--- src/rtl/gwh_div.sv ---
// serial restoring divider, one quotient bit per cycle
// divides {rem_init, dividend} by a 16 bit divisor, rem_init below divisor
// depends on gwh_pkg only by convention (no shared items used)
module gwh_div (
  input  logic        clk,
  input  logic        rst_n,
  input  logic        start,
  input  logic [33:0] dividend,
  input  logic [15:0] rem_init,
  input  logic [15:0] divisor,
  output logic        done,
  output logic [33:0] quotient
);

  logic        busy_r, busy_nxt;
  logic        done_r, done_nxt;
  logic [5:0]  cnt_r, cnt_nxt;
  logic [15:0] rem_r, rem_nxt;
  logic [15:0] dsr_r, dsr_nxt;
  logic [33:0] dvd_r, dvd_nxt;
  logic [33:0] quo_r, quo_nxt;
  logic [16:0] trial;
  logic        fits;

  // one shift and trial subtract
  assign trial = {rem_r, dvd_r[33]};
  assign fits  = trial >= {1'b0, dsr_r};

  always_comb begin
    busy_nxt = busy_r;
    done_nxt = 1'b0;
    cnt_nxt  = cnt_r;
    rem_nxt  = rem_r;
    dsr_nxt  = dsr_r;
    dvd_nxt  = dvd_r;
    quo_nxt  = quo_r;
    if (start) begin
      busy_nxt = 1'b1;
      cnt_nxt  = 6'd0;
      rem_nxt  = rem_init;
      dsr_nxt  = divisor;
      dvd_nxt  = dividend;
    end else if (busy_r) begin
      rem_nxt = fits ? 16'(trial - {1'b0, dsr_r}) : trial[15:0];
      quo_nxt = {quo_r[32:0], fits};
      dvd_nxt = {dvd_r[32:0], 1'b0};
      cnt_nxt = cnt_r + 6'd1;
      if (cnt_r == 6'd33) begin
        busy_nxt = 1'b0;
        done_nxt = 1'b1;
      end
    end
  end

  // control
  always_ff @(posedge clk) begin
    if (!rst_n) begin
      busy_r <= 1'b0;
      done_r <= 1'b0;
      cnt_r  <= 6'd0;
    end else begin
      busy_r <= busy_nxt;
      done_r <= done_nxt;
      cnt_r  <= cnt_nxt;
    end
  end

  // datapath
  always_ff @(posedge clk) begin
    rem_r <= rem_nxt;
    dsr_r <= dsr_nxt;
    dvd_r <= dvd_nxt;
    quo_r <= quo_nxt;
  end

  assign done     = done_r;
  assign quotient = quo_r;

  a_done_after_busy: assert property (@(posedge clk) disable iff (!rst_n)
    done_r |-> $past(busy_r))
    else $error("divider done without a running division");
  a_no_start_busy: assert property (@(posedge clk) disable iff (!rst_n)
    (busy_r && !start) |=> (busy_r || done_r))
    else $error("divider stopped without done");
  a_rem_below: assert property (@(posedge clk) disable iff (!rst_n)
    (busy_r && !start) |-> rem_r < dsr_r)
    else $error("divider remainder not below divisor");

endmodule

--- config.mk ---
export PLATFORM = sky130hd
export DESIGN_NAME = gwh_div
export DESIGN_NICKNAME = d
export VERILOG_FILES = /design/src/rtl/gwh_div.sv
export SDC_FILE = /design/constraint.sdc
export NUM_CORES = 1
export LEC_CHECK = 0
export BUFFER_PORTS_ARGS = -buffer_cell sky130_fd_sc_hd__buf_2
export CORE_MARGIN = 2
export CORE_UTILIZATION = 25
export DETAILED_ROUTE_END_ITERATION = 12
export GPL_ROUTABILITY_DRIVEN = 0
export PLACE_DENSITY_LB_ADDON = 0.05
export SLEW_MARGIN = 5
export SYNTH_ARGS = -nofsm -noshare
export SYNTH_HDL_FRONTEND = slang
export SYNTH_SLANG_ARGS = --single-unit
--- constraint.sdc ---
create_clock -name clk -period 4.7 [get_ports clk]
set_input_delay 0.705 -clock clk [delete_from_list [all_inputs] [get_ports clk]]
set_output_delay 0.705 -clock clk [all_outputs]
set_load 0.01 [all_outputs]
# Yosys cells after proc, flatten, opt, wreduce, memory -nomap -nowiden

Cells that the tools add are included.
Widths: inputs -> output; s select.

Add/subtract/negate cells: 2
$lt $le $gt $ge: 1
Equal/unequal tests: 1
Muxes and demuxes: 9
Bitwise logic cells: 3
Reduce and logical (&&, ||, !) cells: 4

Operator list:

| kind                | number |
|---|---|
| $mux 34             | 2 |
| $mux 16             | 3 |
| $ge 17x16->1        | 1 |
| $sub 16x16->16      | 1 |
| $add 6x1->6 const B | 1 |
| $eq 6x6->1 const B  | 1 |
| $mux 1              | 4 |
| $not 1->1           | 3 |
| $reduce_or 3->1     | 1 |
| $reduce_and 2->1    | 1 |
| $reduce_bool 2->1   | 1 |
| $reduce_or 2->1     | 1 |

Register bits after elaboration: 108
Input port bits: 69
Output and inout port bits: 35
Logic and storage cells: 27

# Longest topological paths before layout

Gate-level depths: netlist (run 1).

Depth after elaboration: 4
Gate-level depth with buffers: 10
Mapped depth without buffers: 10

# Worst setup path after synthesis (run 1)

No wires, ideal clock.

Path kind: in2reg
From: input port start
To: register quo_r[0], in the netlist quotient[0] (enable)
Setup time: 0.425 ns
Data arrival time: 2.557 ns
Required time: 4.275 ns
Path slack: 1.718 ns
Cell stages on the path: 3
Path buffers: 2
Path through: clkbuf_1 > clkbuf_1 > nor2_1

Longest elaborated chain between the ends: 2

RTL lines:

| what                              | line | RTL |
|---|---|---|
| start, declared                   | 7    | `input logic start,` |
| $not 1->1 (no source line)        | n/a  |  |
| $reduce_and 2->1 (no source line) | n/a  |  |
| end signal, assigned              | 73   | `quo_r <= quo_nxt;` |
| end, declared                     | 21   | `logic [33:0] quo_r, quo_nxt;` |

Every way passes these cells.
A chain may end at the register's enable or synchronous reset.

# Worst setup path after layout (run 1)

From: register rem_r[9]
To: register rem_r[13], data pin

Longest elaborated chain between the ends: 4
Elaborated cells on any way between the ends: 5
Classes of those cells: add/sub: 1; order compare: 1; mux: 3

RTL lines:

| what                                           | line   | RTL |
|---|---|---|
| start, declared                                | 18     | `logic [15:0] rem_r, rem_nxt;` |
| start signal, assigned                         | 70     | `rem_r <= rem_nxt;` |
| $sub 16x16->16 or $ge 17x16->1 (tied branches) | 44, 27 |  |
| $mux 16 (*)                                    | 44     | `rem_nxt = fits ? 16'(trial - {1'b0, dsr_r}) : trial[15:0];` |
| $mux 16 (*)                                    | 43     | `end else if (busy_r) begin` |
| $mux 16 (*)                                    | 37     | `if (start) begin` |
| net rem_nxt[13]                                | 18     |  |

Mark *: on every way through the listed nets, which the timed path passes. The rest lies on a longest branch. The select of a mux whose other input is x is not followed.

==> results_dict.tcl, run 1 <==
set metrics [dict create \
    outcome "completed" \
    cts.sinks 108 \
    cts_buffer_depth 2 \
    die_w_um 148 \
    synth_edf_count 100 \
    slew_headroom_pct 24.3 \
    power_density_nw_per_um2 434 \
    cp_max_fo 15 \
    diodes 0 \
    drv_slew 0 \
    netlist_area_um2 5170 \
    path_cells "ha_1 -> a21oi_1 -> o211ai_1 -> a21o_1 -> o31ai_4 -> a21oi_1 -> a221o_1" \
    area_growth_pct 21.6 \
    io_pins 104 \
    worst_r2r_path_depth 7 \
    dieArea_um2 21800 \
    grt_first_pass_wirelength_mm 18.9 \
    drt_iter0_markers 165 \
    timing.rr.end "rem_r[13]" \
    ys_seq_area_share_pct 61.2 \
    die_y_um 148 \
    peakVddDrop_uv 142 \
    antenna_found_initial 0 \
    cts.clk_slew.worst_paths_ns 0.07 \
    r2r_start "rem_r[9]" \
    cts_setup_buffers 0 \
    ys_seq_elements 108 \
    max_stage_delay_ns 0.69 \
    ant_nets 0 \
    drc 0 \
    hpwlAfterDp_mm 8.38 \
    crit_cells 7 \
    cts_buffers 9 \
    vias_per_cell 4.47 \
    ys.flop_type "edfxtp_1" \
    cts_root_buffer "clkbuf_16" \
    fillers 2097 \
    hold_viol 0 \
    total_leakage_power_nw 2.37 \
    io_buffers 103 \
    path_class "reg -> reg" \
    min_to "quotient[22]" \
    reg2reg_setup_slack_ns 1.76 \
    fin_nets 556 \
    core_um2 20200 \
    syn_nets 452 \
    rows 52 \
    initial_utilization_pct 25.5 \
    startpoint_type "flop" \
    hold_slack_ns 0.444 \
    period_minus_slack_ns 2.94 \
    finalSetupViolCount 0 \
    synth_cell_types 60 \
    grt_max_degree 66 \
    fin_skew_ns 0.00847 \
    tns_ns 0 \
    path_delay_family "compound AO/OA/AOI/OAI gates" \
    cp_data_required_time_ns 4.81 \
    worstSkewPairLatency_ns 0.36 \
    worst-path-buf-inv 0 \
    rsz0062_at_grt "false" \
    htreeDepth 3 \
    min_period_over_period_pct 62.5 \
    tightest_slew_ns 1.13 \
    synth-async-reset-ratio_pct 0 \
    cts_hold_buf 0 \
    hold_path.class "reg -> reg" \
    holdPathStages 0 \
    globalRoute.totalOverflow 0 \
    drv_cap 0 \
    netlist_instances 364 \
    grtUsageTotal_pct 11.3 \
    ys.warnings.count 0 \
    grt_pass1_vias 3346 \
    vias 3323 \
    cts_tree "yes" \
    worstSetupEndpointType "flop" \
    crit_top_cell "a21oi_1" \
    crit_slowest_cell "o31ai_4" \
    wl_per_cell_um 16.2 \
    drt_pass1_iterations 4 \
    layout-drive-gt1-share_pct 37.0 \
    cts-resized-gates 0 \
    holdCritStartpoint "quotient[21]" \
    cp.arrival_ns 3.04 \
    synth_area_per_cell_um2 14.2 \
    max_freq_ghz 0.341 \
    wl_mm 12.0 \
]
where the power goes:
part	switching, mW	leakage (nW)	internal [mW]	total, mW
Sequential	0.0429	1.04	1.18	1.22
Combinational	0.447	1.20	0.315	0.762
Clock	0.378	0.134	0.372	0.750
worst reg2reg max path: stages, from the launching register on:
cell	delay, ns
edfxtp_1	0.39
ha_1	0.42
a21oi_1	0.28
o211ai_1	0.14
a21o_1	0.25
o31ai_4	0.69
a21oi_1	0.20
a221o_1	0.32
cells in the final DEF, fill, tap and decap left out, drive strengths merged, types with 5 or more instances in the layout:
| cell | netlist | layout |
|---|---|---|
| dfxtp | 8 | 8 |
| edfxtp | 100 | 100 |
| o21ai | 7 | 7 |
| nand2b | 6 | 6 |
| inv | 23 | 25 |
| mux2 | 33 | 33 |
| nand4 | 5 | 5 |
| ha | 18 | 18 |
| o311ai | 8 | 8 |
| nor2b | 7 | 7 |
| clkbuf | 9 | 10 |
| buf | 5 | 107 |
| nor3 | 5 | 5 |
| nand4b | 7 | 7 |
| xnor2 | 5 | 5 |
| nand2 | 17 | 17 |
| a21oi | 20 | 20 |
| o31ai | 6 | 6 |
| xor2 | 11 | 11 |
| a21o | 6 | 6 |
| nor2 | 11 | 11 |
area by class of cell:
cell class	instances	area (um^2)	area share [%]
flip-flops and latches	108	3160	50.3
multi-input cells	219	1860	29.6
repair buffers	107	548	8.72
well taps	270	338	5.38
clock buffers	10	229	3.64
inverters	23	86.3	1.37
clock inverters	6	60.1	0.956
flip-flops by register name, indices dropped and copies added (netlist names):
| register | count |
|---|---|
| done | 1 |
| dsr_r | 16 |
| cnt_r | 6 |
| dvd_r | 34 |
| quotient | 34 |
| busy_r | 1 |
| rem_r | 16 |
synth_stat cells (all sizes together), types with 2 or more instances:
| library cell | n | area share, % |
|---|---|---|
| and3 | 3 | 0.36 |
| edfxtp | 100 | 58 |
| clkbuf | 9 | 0.65 |
| nor3 | 5 | 0.58 |
| nor4b | 2 | 0.46 |
| o21ai | 7 | 0.68 |
| o21a | 4 | 0.58 |
| a211oi | 4 | 0.58 |
| mux2 | 33 | 7.2 |
| buf | 5 | 0.53 |
| a21o | 6 | 0.87 |
| or3 | 2 | 0.24 |
| xor2 | 11 | 1.9 |
| a21oi | 20 | 1.9 |
| xnor2 | 5 | 0.85 |
| o311ai | 8 | 1.8 |
| a32oi | 4 | 0.68 |
| o21bai | 2 | 0.51 |
| dfxtp | 8 | 3.1 |
| inv | 23 | 1.7 |
| nand2 | 17 | 1.2 |
| nand3 | 2 | 0.29 |
| o211ai | 3 | 0.44 |
| nand4b | 7 | 1.2 |
| o31ai | 6 | 1.1 |
| a221o | 2 | 0.39 |
| nor2b | 7 | 0.85 |
| nor2 | 11 | 0.94 |
| and2 | 3 | 0.41 |
| nand2b | 6 | 0.73 |
| ha | 18 | 4.4 |
| o31a | 3 | 0.68 |
| nand4 | 5 | 0.90 |
per-stage QoR:
step | cell area (um^2) | setup slack (ns) | utilization, % | power, mW | instances
finish | 6280 | 1.76 | 31.1 | 2.73 | 743
global route | 6280 | 1.54 | 31.1 | 2.90 | 743
CTS | 6280 | 1.78 | 31.1 | 2.78 | 743
detailed placement | 5990 | 1.81 | 29.6 | 2.00 | 727
global placement | 5990 | 1.83 | 29.6 | 2.01 | 727
floorplan | 5170 | 1.72 | - | 1.80 | 364
layer usage:
| layer | share of wire, % | track usage [%] |
|---|---|---|
| met5 | 0 | 0 |
| met4 | 1.2 | 3.41 |
| met3 | 4.8 | 3.36 |
| met2 | 47 | 18.1 |
| met1 | 47 | 14.8 |
worst max path at each step:
stage                         from     endpoint
final                     rem_r[9]    rem_r[13]
after global routing      rem_r[9]    rem_r[13]
after CTS                 rem_r[9]    rem_r[13]
after detailed placement  rem_r[9]    rem_r[13]
after global placement    rem_r[9]    rem_r[13]
after floorplan              start  quotient[0]
cells by family after synthesis:
kind of cell,synth area share [%]
buffers and inverters,2.86
and+or+nand+nor,9.01
xor gates and xnor gates,2.71
muxes,7.19
adders and majority gates,4.75
AOI/OAI and AO/OA,12.3
DFF,61.2
No activity file was read; power rests on OpenSTA's default activity.
==> run 2, diff against run 1 <==
Clock period 4.7 ns to 2.6 ns, I/O delays scaled along.
==> results_dict.tcl, run 2 (synthesized netlist as in run 1, its figures left out) <==
set metrics [dict create \
    worstSetupEndpointType "flop" \
    diodes 0 \
    hold_path.class "in -> reg" \
    io_pins 104 \
    slew_headroom_pct 60.4 \
    grt_max_degree 51 \
    instances_no_fill 765 \
    die_y_um 148 \
    core_um2 20200 \
    power_density_nw_per_um2 789 \
    vias_per_cell 4.43 \
    finalSetupViolCount 0 \
    drc 0 \
    dpl.cell_count 744 \
    ant_nets 0 \
    worstSkewPairLatency_ns 0.35 \
    rows 52 \
    area_growth_pct 26.2 \
    peakVddDrop_uv 290 \
    startpoint_type "flop" \
    cp_max_fo 7 \
    cts_buffer_depth 2 \
    min_period_over_period_pct 95.7 \
    wl_mm 12.1 \
    io_buffers 103 \
    outcome "completed" \
    wl_per_cell_um 15.8 \
    cts.clk_slew.worst_paths_ns 0.08 \
    fin_skew_ns 0.00807 \
    htreeDepth 3 \
    cts_buffers 9 \
    dieArea_um2 21800 \
    total_leakage_power_nw 2.49 \
    max_freq_ghz 0.402 \
    final_common_cell "buf_2" \
    drt_iter0_markers 105 \
    period_minus_slack_ns 2.49 \
    vias 3386 \
    max_stage_delay_ns 0.45 \
    fillers 2052 \
    crit_slowest_cell "edfxtp_1" \
    drt_pass1_iterations 4 \
    cp.arrival_ns 2.59 \
    cp_data_required_time_ns 2.70 \
    tightest_slew_ns 0.595 \
    grt_first_pass_wirelength_mm 19.2 \
    drv_cap 0 \
    initial_utilization_pct 25.5 \
    cts_hold_buf 0 \
    cts_root_buffer "clkbuf_16" \
    die_w_um 148 \
    hpwlAfterDp_mm 8.40 \
    cts.sinks 108 \
    layout-drive-gt1-share_pct 41.8 \
    path_class "reg -> reg" \
    globalRoute.totalOverflow 0 \
    layout_common_cells "buf_2, edfxtp_1, mux2_2" \
    path_cells "ha_1 -> nand3_2 -> o21bai_4 -> a21boi_4 -> o31a_4 -> nor2_4 -> buf_4 -> a221o_1" \
    hold_viol 0 \
    fin_nets 578 \
    grtUsageTotal_pct 11.3 \
    grt_pass1_vias 3509 \
    antenna_found_initial 0 \
    hold_slack_ns 0.206 \
    utilization_pct 32.2 \
    cts_tree "yes" \
    tns_ns 0 \
    drv_slew 0 \
]
[run 2: final timing paths]
path                 end  cells past startpoint  slack (ns)        start
max            rem_r[10]                      8        0.11     rem_r[2]
min            dsr_r[14]                      1        0.21  divisor[14]
max reg2reg    rem_r[10]                      8        0.11     rem_r[2]
min reg2reg  quotient[2]                      0        0.44  quotient[1]
[run 2: layout make-up]
cell class | count | area [um^2] | share of cell area, %
well taps | 270 | 338 | 5.18
clock buffers | 11 | 243 | 3.72
flip-flops and latches | 108 | 3160 | 48.5
multi-input cells | 219 | 1900 | 29.1
clock inverters | 5 | 46.3 | 0.710
repair buffers | 129 | 751 | 11.5
inverters | 23 | 86.3 | 1.32
[run 2: metal layers]
| metal | GRT usage (%) | up-vias | wire, um |
|---|---|---|---|
| met5 | 0 | - | 0 |
| li1 | - | 1656 | - |
| met2 | 18.5 | 80 | 5680 |
| met1 | 14.8 | 1641 | 5760 |
| met3 | 3.46 | 9 | 546 |
| met4 | 2.74 | 0 | 123 |
[run 2: what timing repair did]
action                     in CTS  in global routing
gates resized for setup         0                 13
buffers inserted                0                  5
setup endpoints to repair       0                 13
[run 2: critical path, delay by kind of cell, from the launching register on]
kind                       cells  cell delay, ns
DFF                            1            0.45
adders and majority gates      1            0.45
and+or+nand+nor                2            0.20
AOI/OAI and AO/OA              4            0.94
buffers and inverters          1            0.17
[run 2: power breakdown]
part / internal [mW] / switching, mW / total [mW]
logic: 0.726 / 0.855 / 1.58
registers: 2.12 / 0.0819 / 2.21
clock network: 0.692 / 0.670 / 1.36
total: 3.54 / 1.61 / 5.15
[run 2: through the flow]
step | worst slack [ns] | power, mW | cell area, um^2
finish | 0.113 | 5.15 | 6520
global route | -0.00744 | 5.48 | 6520
CTS | 0.0268 | 5.19 | 6450
detailed placement | 0.0531 | 3.77 | 6160
global placement | 0.0803 | 3.78 | 6160
floorplan | 0.196 | 3.25 | 5170
